`config.mk`:
```
export PLATFORM = sky130hd
export DESIGN_NAME = timestamped_pid_velocity_loop_flat
export DESIGN_NICKNAME = d
export VERILOG_FILES = /design/src/rtl/tpvl_pkg.sv /design/src/rtl/tpvl_if.sv /design/src/rtl/timestamped_pid_velocity_loop.sv /design/src/flat_wrapper.sv
export VERILOG_INCLUDE_DIRS = /design/src /design/src/rtl
export SDC_FILE = /design/constraint.sdc
export NUM_CORES = 2
export LEC_CHECK = 0
export BUFFER_PORTS_ARGS = -buffer_cell sky130_fd_sc_hd__clkbuf_2
export CAP_MARGIN = 20
export CORE_MARGIN = 2
export CORE_UTILIZATION = 65
export DETAILED_ROUTE_END_ITERATION = 16
export PLACE_DENSITY = 0.83
export SYNTH_ARGS = -nofsm -noshare
export SYNTH_HDL_FRONTEND = slang
export SYNTH_SLANG_ARGS = --single-unit
```
`constraint.sdc`:
```
create_clock -name clk -period 18.5 [get_ports clk]
set_input_delay 5.55 -clock clk [delete_from_list [all_inputs] [get_ports clk]]
set_output_delay 5.55 -clock clk [all_outputs]
set_load 0.1 [all_outputs]
```
`src/rtl/assert_macros.svh`:
```
// assertion helpers used by the rtl
`ifndef ASSERT_MACROS_SVH
`define ASSERT_MACROS_SVH

// implication checked on every rising edge, quiet during reset
`define TPVL_ASSERT_IMP(label, ante, cons, msg) \
  label: assert property (@(posedge clk) disable iff (rst) (ante) |-> (cons)) else $error(msg);

// implication checked in the cycle after the antecedent
`define TPVL_ASSERT_NXT(label, ante, cons, msg) \
  label: assert property (@(posedge clk) disable iff (rst) (ante) |=> (cons)) else $error(msg);

`endif

```
`src/rtl/tpvl_pkg.sv`:
```
package tpvl_pkg;

  // field widths
  localparam int VEL_W   = 16;
  localparam int TICK_W  = 32;
  localparam int GAIN_W  = 32;
  localparam int OUT_W   = 32;

  // internal arithmetic widths
  localparam int ERR_W   = VEL_W + 1;
  localparam int ACC_W   = 48;
  localparam int FRAC_W  = 16;

  // shift-add multiplier and restoring divider
  localparam int MCAND_W   = ACC_W;
  localparam int MPLR_W    = GAIN_W;
  localparam int PROD_W    = MCAND_W + MPLR_W;
  localparam int MUL_STEPS = MPLR_W;
  localparam int DIV_W     = 48;
  localparam int DIV_STEPS = DIV_W;
  localparam int CNT_W     = 6;

  // term limits
  localparam int P_W      = 34;
  localparam int D_W      = 34;
  localparam int I_MAG_W  = 61;
  localparam int I_W      = I_MAG_W + 1;
  localparam int SUM_W    = 63;

  // configuration register indexes
  localparam int CFG_IDX_W = 2;
  localparam logic [CFG_IDX_W-1:0] CFG_GAIN_P = 2'd0;
  localparam logic [CFG_IDX_W-1:0] CFG_GAIN_I = 2'd1;
  localparam logic [CFG_IDX_W-1:0] CFG_GAIN_D = 2'd2;

endpackage

```
`src/rtl/tpvl_if.sv`:
```
// request channel into the loop
interface tpvl_in_if;
  import tpvl_pkg::*;

  logic                     valid;
  logic                     ready;
  logic signed [VEL_W-1:0]  measured_velocity;
  logic        [TICK_W-1:0] sample_tick;
  logic signed [VEL_W-1:0]  target_velocity;
  logic        [TICK_W-1:0] output_tick;

  modport source (output valid, output measured_velocity, output sample_tick,
                  output target_velocity, output output_tick, input ready);
  modport sink   (input valid, input measured_velocity, input sample_tick,
                  input target_velocity, input output_tick, output ready);
endinterface

// result channel out of the loop
interface tpvl_out_if;
  import tpvl_pkg::*;

  logic                    valid;
  logic                    ready;
  logic signed [OUT_W-1:0] drive_value;
  logic                    sum_saturated;
  logic                    zero_interval;

  modport source (output valid, output drive_value, output sum_saturated,
                  output zero_interval, input ready);
  modport sink   (input valid, input drive_value, input sum_saturated,
                  input zero_interval, output ready);
endinterface

```
`src/rtl/timestamped_pid_velocity_loop.sv`:
```
// Time-weighted PID velocity loop. Each request carries a velocity sample with its tick,
// a target and the tick at which the drive value is wanted; one drive value comes back per
// request. All products go through one shift-add multiplier that retires one multiplier
// bit per cycle, and the derivative quotient through a restoring divider that retires one
// quotient bit per cycle. Each product passes through set-up, 32 steps and take-up, the
// divide through 48 steps and the floor shift, and the sum through a final step. A request
// with a zero velocity sample stops after the proportional product, and one with a zero
// stamp difference after the integral product. One request is worked on at a time: the
// next request is taken once the previous sum has gone into the output register; it is
// taken while the previous result still waits in that register, and a finished sum waits
// until that register is free. Gains are signed Q16.16 and are written through the plain
// write port; the user must write them only while idle, which the block does not enforce.
`include "assert_macros.svh"

module timestamped_pid_velocity_loop (
  input  logic                           clk,
  input  logic                           rst,
  input  logic                           cfg_we,
  input  logic [tpvl_pkg::CFG_IDX_W-1:0] cfg_index,
  input  logic [tpvl_pkg::GAIN_W-1:0]    cfg_data,
  tpvl_in_if.sink                        in_ch,
  tpvl_out_if.source                     out_ch
);
  import tpvl_pkg::*;

  typedef enum logic [2:0] {
    S_IDLE, S_LOAD, S_MUL, S_POST, S_DIV, S_DPOST, S_SUM
  } state_t;

  typedef enum logic [1:0] {OP_P, OP_W, OP_I, OP_D} op_t;

  state_t state;
  op_t    op;

  logic signed [GAIN_W-1:0] gain_p, gain_i, gain_d;
  logic signed [VEL_W-1:0]  cur_vel, old_vel;
  logic        [TICK_W-1:0] cur_stamp, prev_stamp;
  logic signed [ACC_W-1:0]  acc;

  logic signed [ERR_W-1:0]  err, dv;
  logic        [TICK_W-1:0] weight, dt;

  logic [MCAND_W-1:0] mcand, mul_hi;
  logic [MPLR_W-1:0]  mul_lo;
  logic               mul_neg;
  logic [CNT_W-1:0]   cnt;

  logic [TICK_W-1:0] div_rem;
  logic [DIV_W-1:0]  div_quo;
  logic              div_neg;

  logic signed [P_W-1:0] p_term;
  logic signed [I_W-1:0] i_term;
  logic signed [D_W-1:0] d_term;
  logic                  sat_acc, zdt;

  // combinational helpers
  logic                     in_take;
  logic                     out_load;
  logic signed [ERR_W-1:0]  err_in, dv_in;
  logic [MCAND_W:0]         mul_sum;
  logic [PROD_W-1:0]        mul_prod;
  logic [PROD_W-FRAC_W-1:0] mul_q;
  logic [ERR_W-1:0]         err_mag, dv_mag;
  logic [ACC_W-1:0]         acc_mag;
  logic [GAIN_W-1:0]        gp_mag, gi_mag, gd_mag;
  logic signed [ACC_W+1:0]  prod_s, acc_sum;
  logic                     acc_ovf;
  logic [I_MAG_W-1:0]       i_mag;
  logic [P_W-2:0]           p_mag;
  logic [TICK_W:0]          div_shift;
  logic [TICK_W+1:0]        div_diff;
  logic [D_W-2:0]           d_mag;
  logic signed [SUM_W-1:0]  sum;
  logic                     sum_ovf;

  assign in_ch.ready = (state == S_IDLE);
  assign in_take     = in_ch.valid && in_ch.ready;
  assign out_load    = (state == S_SUM) && (!out_ch.valid || out_ch.ready);

  // error and velocity change of the incoming request
  assign err_in = ERR_W'(in_ch.target_velocity) - ERR_W'(in_ch.measured_velocity);
  assign dv_in  = ERR_W'(in_ch.measured_velocity) - ERR_W'(cur_vel);

  // operand magnitudes
  assign err_mag = err[ERR_W-1] ? ERR_W'(-err) : ERR_W'(err);
  assign dv_mag  = dv[ERR_W-1] ? ERR_W'(-dv) : ERR_W'(dv);
  assign acc_mag = acc[ACC_W-1] ? ACC_W'(-acc) : ACC_W'(acc);
  assign gp_mag  = gain_p[GAIN_W-1] ? GAIN_W'(-gain_p) : GAIN_W'(gain_p);
  assign gi_mag  = gain_i[GAIN_W-1] ? GAIN_W'(-gain_i) : GAIN_W'(gain_i);
  assign gd_mag  = gain_d[GAIN_W-1] ? GAIN_W'(-gain_d) : GAIN_W'(gain_d);

  // shift-add step and floor shift of the signed product
  assign mul_sum  = mul_lo[0] ? ({1'b0, mul_hi} + {1'b0, mcand}) : {1'b0, mul_hi};
  assign mul_prod = {mul_hi, mul_lo};
  assign mul_q    = mul_prod[PROD_W-1:FRAC_W]
                  + (PROD_W-FRAC_W)'(mul_neg && (|mul_prod[FRAC_W-1:0]));

  // accumulator update, saturated to its signed range
  assign prod_s  = mul_neg ? -$signed({2'b00, mul_prod[ACC_W-1:0]})
                           : $signed({2'b00, mul_prod[ACC_W-1:0]});
  assign acc_sum = (ACC_W+2)'(acc) + prod_s;
  assign acc_ovf = (acc_sum[ACC_W+1] != acc_sum[ACC_W-1])
                || (acc_sum[ACC_W] != acc_sum[ACC_W-1]);

  // integral magnitude held within the term limit
  assign i_mag = (mul_q > (PROD_W-FRAC_W)'(1) << (I_MAG_W-1))
               ? I_MAG_W'(1) << (I_MAG_W-1) : mul_q[I_MAG_W-1:0];
  assign p_mag = mul_q[P_W-2:0];

  // restoring divide step
  assign div_shift = {div_rem, div_quo[DIV_W-1]};
  assign div_diff  = {1'b0, div_shift} - {2'b00, dt};
  assign d_mag     = (D_W-1)'(div_quo[DIV_W-1:FRAC_W])
                   + (D_W-1)'(div_neg && (|div_quo[FRAC_W-1:0]));

  // final sum and output clamp
  assign sum     = SUM_W'(p_term) + SUM_W'(i_term) + SUM_W'(d_term);
  assign sum_ovf = !((&sum[SUM_W-1:OUT_W-1]) || !(|sum[SUM_W-1:OUT_W-1]));

  always_ff @(posedge clk) begin
    if (rst) begin
      state        <= S_IDLE;
      op           <= OP_P;
      gain_p       <= '0;
      gain_i       <= '0;
      gain_d       <= '0;
      cur_vel      <= '0;
      old_vel      <= '0;
      cur_stamp    <= '0;
      prev_stamp   <= '0;
      acc          <= '0;
      out_ch.valid <= 1'b0;
    end else begin
      // gain writes
      if (cfg_we) begin
        unique case (cfg_index)
          CFG_GAIN_P: gain_p <= $signed(cfg_data);
          CFG_GAIN_I: gain_i <= $signed(cfg_data);
          CFG_GAIN_D: gain_d <= $signed(cfg_data);
          default: ;
        endcase
      end

      // output register: filled from a finished sum, emptied once taken downstream
      if (out_load) begin
        out_ch.valid <= 1'b1;
      end else if (out_ch.valid && out_ch.ready) begin
        out_ch.valid <= 1'b0;
      end

      unique case (state)
        S_IDLE: begin
          if (in_take) begin
            old_vel    <= cur_vel;
            prev_stamp <= cur_stamp;
            cur_vel    <= in_ch.measured_velocity;
            cur_stamp  <= in_ch.sample_tick;
            err        <= err_in;
            dv         <= dv_in;
            weight     <= in_ch.output_tick + TICK_W'(1) - in_ch.sample_tick;
            dt         <= in_ch.sample_tick - cur_stamp;
            sat_acc    <= 1'b0;
            zdt        <= 1'b0;
            i_term     <= '0;
            d_term     <= '0;
            op         <= OP_P;
            state      <= S_LOAD;
          end
        end

        // set up the multiplier for the next product
        S_LOAD: begin
          mul_hi <= '0;
          cnt    <= '0;
          unique case (op)
            OP_P: begin
              mcand   <= MCAND_W'(err_mag);
              mul_lo  <= gp_mag;
              mul_neg <= err[ERR_W-1] ^ gain_p[GAIN_W-1];
            end
            OP_W: begin
              mcand   <= MCAND_W'(err_mag);
              mul_lo  <= weight;
              mul_neg <= err[ERR_W-1];
            end
            OP_I: begin
              mcand   <= acc_mag;
              mul_lo  <= gi_mag;
              mul_neg <= acc[ACC_W-1] ^ gain_i[GAIN_W-1];
            end
            OP_D: begin
              mcand   <= MCAND_W'(dv_mag);
              mul_lo  <= gd_mag;
              mul_neg <= dv[ERR_W-1] ^ gain_d[GAIN_W-1];
            end
          endcase
          state <= S_MUL;
        end

        // one multiplier bit per cycle
        S_MUL: begin
          mul_hi <= mul_sum[MCAND_W:1];
          mul_lo <= {mul_sum[0], mul_lo[MPLR_W-1:1]};
          cnt    <= cnt + CNT_W'(1);
          if (cnt == CNT_W'(MUL_STEPS - 1)) begin
            state <= S_POST;
          end
        end

        // take the finished product
        S_POST: begin
          unique case (op)
            OP_P: begin
              p_term <= mul_neg ? -$signed({1'b0, p_mag}) : $signed({1'b0, p_mag});
              if (cur_vel == '0) begin
                state <= S_SUM;
              end else begin
                op    <= OP_W;
                state <= S_LOAD;
              end
            end
            OP_W: begin
              if (acc_ovf) begin
                acc     <= {acc_sum[ACC_W+1], {(ACC_W-1){~acc_sum[ACC_W+1]}}};
                sat_acc <= 1'b1;
              end else begin
                acc <= acc_sum[ACC_W-1:0];
              end
              op    <= OP_I;
              state <= S_LOAD;
            end
            OP_I: begin
              i_term <= mul_neg ? -$signed({1'b0, i_mag}) : $signed({1'b0, i_mag});
              if (dt == '0) begin
                zdt   <= 1'b1;
                state <= S_SUM;
              end else begin
                op    <= OP_D;
                state <= S_LOAD;
              end
            end
            OP_D: begin
              div_rem <= '0;
              div_quo <= mul_prod[DIV_W-1:0];
              div_neg <= mul_neg;
              cnt     <= '0;
              state   <= S_DIV;
            end
          endcase
        end

        // one quotient bit per cycle
        S_DIV: begin
          if (!div_diff[TICK_W+1]) begin
            div_rem <= div_diff[TICK_W-1:0];
          end else begin
            div_rem <= div_shift[TICK_W-1:0];
          end
          div_quo <= {div_quo[DIV_W-2:0], ~div_diff[TICK_W+1]};
          cnt     <= cnt + CNT_W'(1);
          if (cnt == CNT_W'(DIV_STEPS - 1)) begin
            state <= S_DPOST;
          end
        end

        // floor shift of the truncated quotient
        S_DPOST: begin
          d_term <= div_neg ? -$signed({1'b0, d_mag}) : $signed({1'b0, d_mag});
          state  <= S_SUM;
        end

        // load the output register once it is free
        S_SUM: begin
          if (out_load) begin
            out_ch.drive_value   <= sum_ovf ? {sum[SUM_W-1], {(OUT_W-1){~sum[SUM_W-1]}}}
                                            : sum[OUT_W-1:0];
            out_ch.sum_saturated <= sat_acc || sum_ovf;
            out_ch.zero_interval <= zdt;
            state                <= S_IDLE;
          end
        end

        default: state <= S_IDLE;
      endcase
    end
  end

  // checks
  `TPVL_ASSERT_IMP(a_mul_cnt, state == S_MUL, cnt < CNT_W'(MUL_STEPS), "multiplier count overrun")
  `TPVL_ASSERT_IMP(a_div_cnt, state == S_DIV, cnt < CNT_W'(DIV_STEPS), "divider count overrun")
  `TPVL_ASSERT_IMP(a_zdt, (state == S_SUM) && zdt, (cur_stamp == prev_stamp) && (cur_vel != '0), "zero interval flag without equal stamps")
  `TPVL_ASSERT_IMP(a_dv_hist, state != S_IDLE, dv == ERR_W'(cur_vel) - ERR_W'(old_vel), "velocity change out of step with history")
  `TPVL_ASSERT_NXT(a_out_src, !out_ch.valid && (state != S_SUM), !out_ch.valid, "result shown without a finished sum")

endmodule
```
`src/flat_wrapper.sv`:
```
// flat-port wrapper written by rule: the top's interface ports become plain ports
module timestamped_pid_velocity_loop_flat import tpvl_pkg::*;
  (clk, rst, cfg_we, cfg_index, cfg_data, in_ch_valid, in_ch_measured_velocity, in_ch_sample_tick, in_ch_target_velocity, in_ch_output_tick, in_ch_ready, out_ch_valid, out_ch_drive_value, out_ch_sum_saturated, out_ch_zero_interval, out_ch_ready);
  tpvl_in_if in_ch_i ();
  tpvl_out_if out_ch_i ();
  input  logic clk;
  input  logic rst;
  input  logic cfg_we;
  input  logic [tpvl_pkg::CFG_IDX_W-1:0] cfg_index;
  input  logic [tpvl_pkg::GAIN_W-1:0] cfg_data;
  input wire logic [$bits(in_ch_i.valid)-1:0] in_ch_valid;
  input wire logic [$bits(in_ch_i.measured_velocity)-1:0] in_ch_measured_velocity;
  input wire logic [$bits(in_ch_i.sample_tick)-1:0] in_ch_sample_tick;
  input wire logic [$bits(in_ch_i.target_velocity)-1:0] in_ch_target_velocity;
  input wire logic [$bits(in_ch_i.output_tick)-1:0] in_ch_output_tick;
  output wire logic [$bits(in_ch_i.ready)-1:0] in_ch_ready;
  output wire logic [$bits(out_ch_i.valid)-1:0] out_ch_valid;
  output wire logic [$bits(out_ch_i.drive_value)-1:0] out_ch_drive_value;
  output wire logic [$bits(out_ch_i.sum_saturated)-1:0] out_ch_sum_saturated;
  output wire logic [$bits(out_ch_i.zero_interval)-1:0] out_ch_zero_interval;
  input wire logic [$bits(out_ch_i.ready)-1:0] out_ch_ready;
  assign in_ch_i.valid = in_ch_valid;
  assign in_ch_i.measured_velocity = in_ch_measured_velocity;
  assign in_ch_i.sample_tick = in_ch_sample_tick;
  assign in_ch_i.target_velocity = in_ch_target_velocity;
  assign in_ch_i.output_tick = in_ch_output_tick;
  assign in_ch_ready = in_ch_i.ready;
  assign out_ch_valid = out_ch_i.valid;
  assign out_ch_drive_value = out_ch_i.drive_value;
  assign out_ch_sum_saturated = out_ch_i.sum_saturated;
  assign out_ch_zero_interval = out_ch_i.zero_interval;
  assign out_ch_i.ready = out_ch_ready;
  timestamped_pid_velocity_loop u_core (.clk(clk), .rst(rst), .cfg_we(cfg_we), .cfg_index(cfg_index), .cfg_data(cfg_data), .in_ch(in_ch_i), .out_ch(out_ch_i));
endmodule
```
## Yosys cells after proc, flatten, opt, wreduce, memory -nomap -nowiden

Index checks and enable logic that the tools add are counted.

| storage, ports and cells | value |
|---|---|
| flip-flop bits (word level) | 678 |
| bits of input ports | 135 |
| word-level logic and storage cells | 189 |
| output and inout port bits | 36 |

| cells by class | value |
|---|---|
| $lt $le $gt $ge | 1 |
| $add $sub $neg | 23 |
| bitwise operators | 7 |
| reductions and logical operators | 48 |
| equality and inequality tests | 27 |
| multiplexer cells | 53 |

Operators by type and width:

| operator | number |
|---|---|
| 32-bit 2-to-1 mux | 6 |
| 48-bit one-hot mux with 2 select lines | 2 |
| 62-bit 2-to-1 mux | 3 |
| 48-bit 2-to-1 mux | 3 |
| 48-bit one-hot mux with 3 select lines | 1 |
| 32-bit one-hot mux with 2 select lines | 2 |
| 32-bit one-hot mux with 4 select lines | 1 |
| 62-bit one-hot mux with 2 select lines | 1 |
| 32-bit negation | 3 |
| 34-bit 2-to-1 mux | 2 |
| 33-bit negation with 34-bit output | 2 |
| 34-bit one-hot mux with 2 select lines | 1 |
| 64-bit by 1-bit adder with 64-bit output | 1 |
| 64-bit by 61-bit > comparator with 1-bit output (second input constant) | 1 |
| 32-bit subtractor | 2 |
| 34-bit by 62-bit adder with 63-bit output | 1 |
| 63-bit by 34-bit adder with 63-bit output | 1 |
| 61-bit negation with 62-bit output | 1 |
| 61-bit 2-to-1 mux | 1 |
| 48-bit by 50-bit adder with 50-bit output | 1 |
| 50-bit 2-to-1 mux | 1 |
| 48-bit negation with 50-bit output | 1 |
| 48-bit by 48-bit adder with 49-bit output | 1 |
| 49-bit 2-to-1 mux | 1 |
| 51 further kinds | 119 |

## Logic depth before layout (Yosys ltp)

| depth | value |
|---|---|
| depth after elaboration | 9 |
| depth in mapped cells | 35 |
| gate-level depth less buffers | 28 |

## Least setup slack after synthesis

Ideal clock, no wire load.

| timing | value |
|---|---|
| kind | input-to-reg |
| start point | in rst |
| end point | reg u_core.mul_hi[0], enable pin |
| stages | 3 |
| library setup time | 0.616 ns |
| arrival time | 11.427 ns |
| data required time | 17.884 ns |
| path buffers | 2 |
| path slack | 6.456 ns |
| cells stage by stage | buf_2 -> clkbuf_1 -> nor3_1 |

| on the way | value |
|---|---|
| word-level cells in the longest chain between the ends | 2 |

RTL lines:

| element | RTL line | text |
|---|---|---|
| start: declaration | flat_wrapper.sv:7 | `input logic rst;` |
| 1-bit NOT (no line) | n/a |  |
| 2-bit AND reduction (no line) | n/a |  |
| end signal: assignment | timestamped_pid_velocity_loop.sv:203 | `mul_hi <= mul_sum[MCAND_W:1];` |
| end: declaration | timestamped_pid_velocity_loop.sv:43 | `logic [MCAND_W-1:0] mcand, mul_hi;` |

Every way passes these cells.
A chain may end at the register's enable or synchronous reset.

## Final worst setup path

| timing | value |
|---|---|
| start point | reg u_core.mul_lo[0] |
| end point | reg u_core.i_term[46], data pin |

| on the way | value |
|---|---|
| word-level cells in the longest chain between the ends | 9 |

RTL lines:

| element | RTL line | text |
|---|---|---|
| start: declaration | timestamped_pid_velocity_loop.sv:44 | `logic [MPLR_W-1:0] mul_lo;` |
| start signal: assignment | timestamped_pid_velocity_loop.sv:179 | `mul_lo <= gp_mag;` |
| start signal: assignment | timestamped_pid_velocity_loop.sv:184 | `mul_lo <= weight;` |
| start signal: assignment | timestamped_pid_velocity_loop.sv:189 | `mul_lo <= gi_mag;` |
| 16-bit OR reduction (*) | timestamped_pid_velocity_loop.sv:97 | `+ (PROD_W-FRAC_W)'(mul_neg && (\|mul_prod[FRAC_W-1:0]));` |
| 1-bit logical AND (*) | timestamped_pid_velocity_loop.sv:97 |  |
| 64-bit by 1-bit adder with 64-bit output (*) | timestamped_pid_velocity_loop.sv:97 |  |
| 64-bit by 61-bit > comparator with 1-bit output | timestamped_pid_velocity_loop.sv:107 | `assign i_mag = (mul_q > (PROD_W-FRAC_W)'(1) << (I_MAG_W-1))` |
| 61-bit 2-to-1 mux (*) | timestamped_pid_velocity_loop.sv:108 | `? I_MAG_W'(1) << (I_MAG_W-1) : mul_q[I_MAG_W-1:0];` |
| 61-bit negation with 62-bit output | timestamped_pid_velocity_loop.sv:234 | `i_term <= mul_neg ? -$signed({1'b0, i_mag}) : $signed({1'b0, i_mag});` |
| 62-bit 2-to-1 mux (*) | timestamped_pid_velocity_loop.sv:234 |  |
| 62-bit 2-to-1 mux (*) | timestamped_pid_velocity_loop.sv:213 | `unique case (op)` |
| 62-bit one-hot mux with 2 select lines (*) | timestamped_pid_velocity_loop.sv:152 | `unique case (state)` |
| end signal: assignment | timestamped_pid_velocity_loop.sv:234 |  |
| end: declaration | timestamped_pid_velocity_loop.sv:53 | `logic signed [I_W-1:0] i_term;` |

Every way passes the cells marked *; elsewhere a longest branch is shown, timed or not. The select of a mux whose other input is x is not followed.

==> run_summary.xml <==
<?xml version="1.0" encoding="UTF-8"?>
<metrics>
  <group name="pwr">
    <metric name="irDropWorstVdd" unit="V">0.0000707</metric>
    <metric name="p_leak" unit="uW">0.0221</metric>
    <metric name="power_density" unit="mW/mm^2">87.0</metric>
  </group>
  <group name="place">
    <metric name="portBuffers" unit="">170</metric>
    <metric name="dp_hpwl" unit="microns">108000</metric>
    <metric name="finalWeightedCongestion" unit="">0.970</metric>
    <metric name="pre_cts_ws" unit="ns">8.87</metric>
  </group>
  <group name="critical_path">
    <metric name="critical_path.most_common_cell" unit="">sky130_fd_sc_hd__nand2_1</metric>
    <metric name="arrival" unit="ns">9.49</metric>
    <metric name="critical_path_peak_fanout" unit="">29</metric>
    <metric name="cp_top_family" unit="">simple AND/OR/NAND/NOR gates</metric>
    <metric name="required" unit="ns">18.95</metric>
    <metric name="setup.worst_path.start_class" unit="">flip-flop</metric>
    <metric name="buffers_inverters_on_critical_path" unit="">2</metric>
    <metric name="slowest_stage" unit="">sky130_fd_sc_hd__nor4_2</metric>
    <metric name="critical-path-max-stage-delay" unit="ns">0.71</metric>
    <metric name="setup_cp_type" unit="">flip-flop to flip-flop</metric>
    <metric name="cp-end-kind" unit="">flip-flop</metric>
  </group>
  <group name="synthesis">
    <metric name="syn-num-nets" unit="">6453</metric>
    <metric name="yosys_cell_types" unit="">101</metric>
    <metric name="synth_edf_count" unit="">480</metric>
    <metric name="asyncSetResetFlopFracSynth" unit="">0</metric>
    <metric name="syn-mean-instance-area" unit="sq um">8.77</metric>
    <metric name="syn_std_cell_area" unit="sq mm">0.0519</metric>
    <metric name="synth_sequential_area_ratio" unit="">0.354</metric>
    <metric name="yosys_warnings" unit="">0</metric>
    <metric name="synth-seq-cells" unit="">678</metric>
    <metric name="gate_count_post_synth" unit="">5915</metric>
    <metric name="synth_top_flop_cell" unit="">sky130_fd_sc_hd__edfxtp_1</metric>
  </group>
  <group name="floorplanning">
    <metric name="floorplan.initialDensity" unit="">0.657</metric>
    <metric name="num_io_pins" unit="">171</metric>
    <metric name="die_height" unit="microns">287</metric>
    <metric name="core_region_area" unit="sq mm">0.0790</metric>
    <metric name="placement_rows" unit="">103</metric>
    <metric name="die_width" unit="microns">287</metric>
    <metric name="die_area" unit="sq mm">0.0821</metric>
  </group>
  <group name="detailed_routing">
    <metric name="postRouteWirelength" unit="microns">145000</metric>
    <metric name="route.detailed.wl_per_inst" unit="microns">20.6</metric>
    <metric name="drc" unit="">0</metric>
    <metric name="dr.pass1.iters" unit="">8</metric>
    <metric name="dr.first_iter.drc_count" unit="">4727</metric>
    <metric name="detailed_route_via_count" unit="">45400</metric>
    <metric name="avgViaCountPerCell" unit="">6.42</metric>
    <metric name="antenna_violating_nets_post_route" unit="">0</metric>
  </group>
  <group name="timing">
    <metric name="final-max-slew-violation-count" unit="">0</metric>
    <metric name="worst-slew-pin-transition" unit="ns">1.08</metric>
    <metric name="setup_ws" unit="ns">9.46</metric>
    <metric name="timing.final.crit_period" unit="ns">9.04</metric>
    <metric name="timing.final.setup_violations" unit="">0</metric>
    <metric name="setup_repair_after_global_routing_missed_its_margin" unit="">no</metric>
    <metric name="finalSetupTns" unit="ns">0</metric>
    <metric name="min_period_over_period" unit="">0.489</metric>
    <metric name="report.final.hold_viol_count" unit="">0</metric>
    <metric name="skew" unit="ns">0.0390</metric>
    <metric name="fmax" unit="GHz">0.111</metric>
    <metric name="worst_slew_margin_rel" unit="">0.281</metric>
  </group>
  <group name="min_path">
    <metric name="min_path_type" unit="">flip-flop to flip-flop</metric>
  </group>
  <group name="job">
    <metric name="max_cap_violations" unit="">0</metric>
  </group>
  <group name="global_route">
    <metric name="first_global_vias" unit="">42800</metric>
    <metric name="number_of_antenna_violations_at_the_first_check_in_global_routing" unit="">2</metric>
    <metric name="grt.total_usage" unit="">0.347</metric>
    <metric name="global_route_wire_length_before_repair" unit="microns">228000</metric>
    <metric name="grt_start_max_net_pins" unit="">90</metric>
    <metric name="grt.overflow.total" unit="">0</metric>
  </group>
  <group name="clock_tree">
    <metric name="cts_setup_buffers" unit="">0</metric>
    <metric name="worst_skew_pair.late_latency" unit="ns">0.64</metric>
    <metric name="clock_path_buffers" unit="">3</metric>
    <metric name="cts_tree" unit="">done</metric>
    <metric name="clk_root_buffer_cell" unit="">sky130_fd_sc_hd__clkbuf_16</metric>
    <metric name="post_cts.resized_instances" unit="">0</metric>
    <metric name="cts_inserted_buffers" unit="">75</metric>
    <metric name="cts_htree_levels" unit="">3</metric>
    <metric name="cts.clk_slew.worst_paths" unit="ns">0.06</metric>
    <metric name="cts_sinks" unit="">678</metric>
    <metric name="cts_hold_repair.buffers" unit="">0</metric>
  </group>
  <group name="cells_and_area">
    <metric name="area_delta_synth_final" unit="%">8.17</metric>
    <metric name="fill_cells" unit="">6057</metric>
    <metric name="insertedDiodeCount" unit="">0</metric>
    <metric name="layout.cells.most_common" unit="">sky130_fd_sc_hd__nand2_1</metric>
    <metric name="drive_gt1_frac" unit="">0.0771</metric>
    <metric name="nets" unit="">6494</metric>
    <metric name="layout.cells.most_common_list" unit="">sky130_fd_sc_hd__nand2_1 (813), sky130_fd_sc_hd__edfxtp_1 (480), sky130_fd_sc_hd__a21oi_1 (479), sky130_fd_sc_hd__nor2_1 (453), sky130_fd_sc_hd__xnor2_1 (408)</metric>
  </group>
  <group name="run_status">
    <metric name="status" unit="">complete, no violations</metric>
  </group>
</metrics>
-- Yosys cell counts, types with 22 or more instances --
cell	number	area (sq um)
sky130_fd_sc_hd__or2_2	34	213
sky130_fd_sc_hd__mux2i_1	77	771
sky130_fd_sc_hd__mux2_2	22	248
sky130_fd_sc_hd__o31ai_1	84	631
sky130_fd_sc_hd__o21a_1	59	443
sky130_fd_sc_hd__xor2_1	197	1730
sky130_fd_sc_hd__inv_1	269	1010
sky130_fd_sc_hd__or3_1	51	319
sky130_fd_sc_hd__a31oi_1	41	257
sky130_fd_sc_hd__nand2b_1	71	444
sky130_fd_sc_hd__a21boi_0	29	218
sky130_fd_sc_hd__edfxtp_1	480	14400
sky130_fd_sc_hd__a21oi_1	480	2400
sky130_fd_sc_hd__nor3_1	111	556
sky130_fd_sc_hd__nand2_1	815	3060
sky130_fd_sc_hd__and2_1	49	307
sky130_fd_sc_hd__ha_1	333	4170
sky130_fd_sc_hd__buf_1	22	82.6
sky130_fd_sc_hd__nor2_1	454	1700
sky130_fd_sc_hd__a21o_1	124	931
sky130_fd_sc_hd__xnor2_1	408	3570
sky130_fd_sc_hd__or4_1	47	353
sky130_fd_sc_hd__a222oi_1	23	230
sky130_fd_sc_hd__nor2b_1	46	288
sky130_fd_sc_hd__fa_1	70	1400
sky130_fd_sc_hd__nand4_1	57	357
sky130_fd_sc_hd__nand3_1	130	651
sky130_fd_sc_hd__o211ai_1	25	188
sky130_fd_sc_hd__and3_1	81	507
sky130_fd_sc_hd__clkbuf_1	221	830
sky130_fd_sc_hd__buf_2	22	110
sky130_fd_sc_hd__o21bai_1	36	270
sky130_fd_sc_hd__dfxtp_1	198	3960
sky130_fd_sc_hd__nor4_1	53	332
sky130_fd_sc_hd__a211oi_1	31	233
sky130_fd_sc_hd__o41ai_1	37	324
sky130_fd_sc_hd__o21ai_0	324	1620
sky130_fd_sc_hd__a221o_1	37	370
-- flip-flops by register name (all words and copies together) (netlist names), 2 cells and up --
signal,count
u_core.p_term,34
u_core.mcand,48
u_core.mul_hi,48
u_core.div_rem,32
u_core.op,2
u_core.cnt,6
u_core.state,3
u_core.d_term,34
u_core.dv,17
u_core.weight,32
u_core.gain_p,32
u_core.err,17
u_core.gain_d,32
u_core.cur_stamp,32
u_core.cur_vel,16
u_core.i_term,62
u_core.gain_i,32
u_core.acc,48
u_core.div_quo,48
u_core.mul_lo,32
u_core.dt,32
u_core.out_ch.drive_value,32
-- through the flow --
step | instance area, sq um | hold slack (ns) | utilization | std cells | total power [uW]
CTS | 56100 | 0.429 | 0.710 | 7068 | 4860
detailed placement | 53600 | 0.430 | 0.678 | 6928 | 3320
floorplan | 51900 | 0.400 | - | 5915 | 2940
finish | 56100 | 0.434 | 0.710 | 7069 | 4880
global route | 56100 | 0.435 | 0.710 | 7069 | 5090
global placement | 53600 | 0.412 | 0.678 | 6927 | 3280
-- per-layer routing --
metal | share of wire | track usage
met1 | 0.38 | 0.429
met2 | 0.47 | 0.578
met3 | 0.086 | 0.0538
met4 | 0.062 | 0.202
met5 | 0.00021 | 0
-- cells by family after synthesis --
group	share of synthesized area
xor+xnor	0.102
fa+ha+maj	0.107
mux	0.0210
flops	0.354
compound gates	0.184
simple gates	0.191
buf+inv	0.0403
-- final timing paths --
check                         from                     endpoint  slack, ns  cells past startpoint
hold / removal          u_core.zdt  u_core.out_ch.zero_interval       0.43                      0
setup reg to reg  u_core.mul_lo[0]            u_core.i_term[46]       9.46                     27
hold reg to reg         u_core.zdt  u_core.out_ch.zero_interval       0.43                      0
setup / recovery  u_core.mul_lo[0]            u_core.i_term[46]       9.46                     27
-- final cells by class --
type,instances,area [sq um],area share
repair buffers,235,1370,0.0245
multi-input cells,4694,31500,0.562
inverters,272,1020,0.0182
clock buffers,97,2000,0.0356
well taps,1050,1310,0.0234
clock inverters,43,514,0.00916
flip-flops and latches,678,18400,0.327
-- report_power, final --
part           internal (uW)  switching, uW
logic                    557            889
clock network            899            647
registers               1770            117
Power figures use the tool's default switching activity.
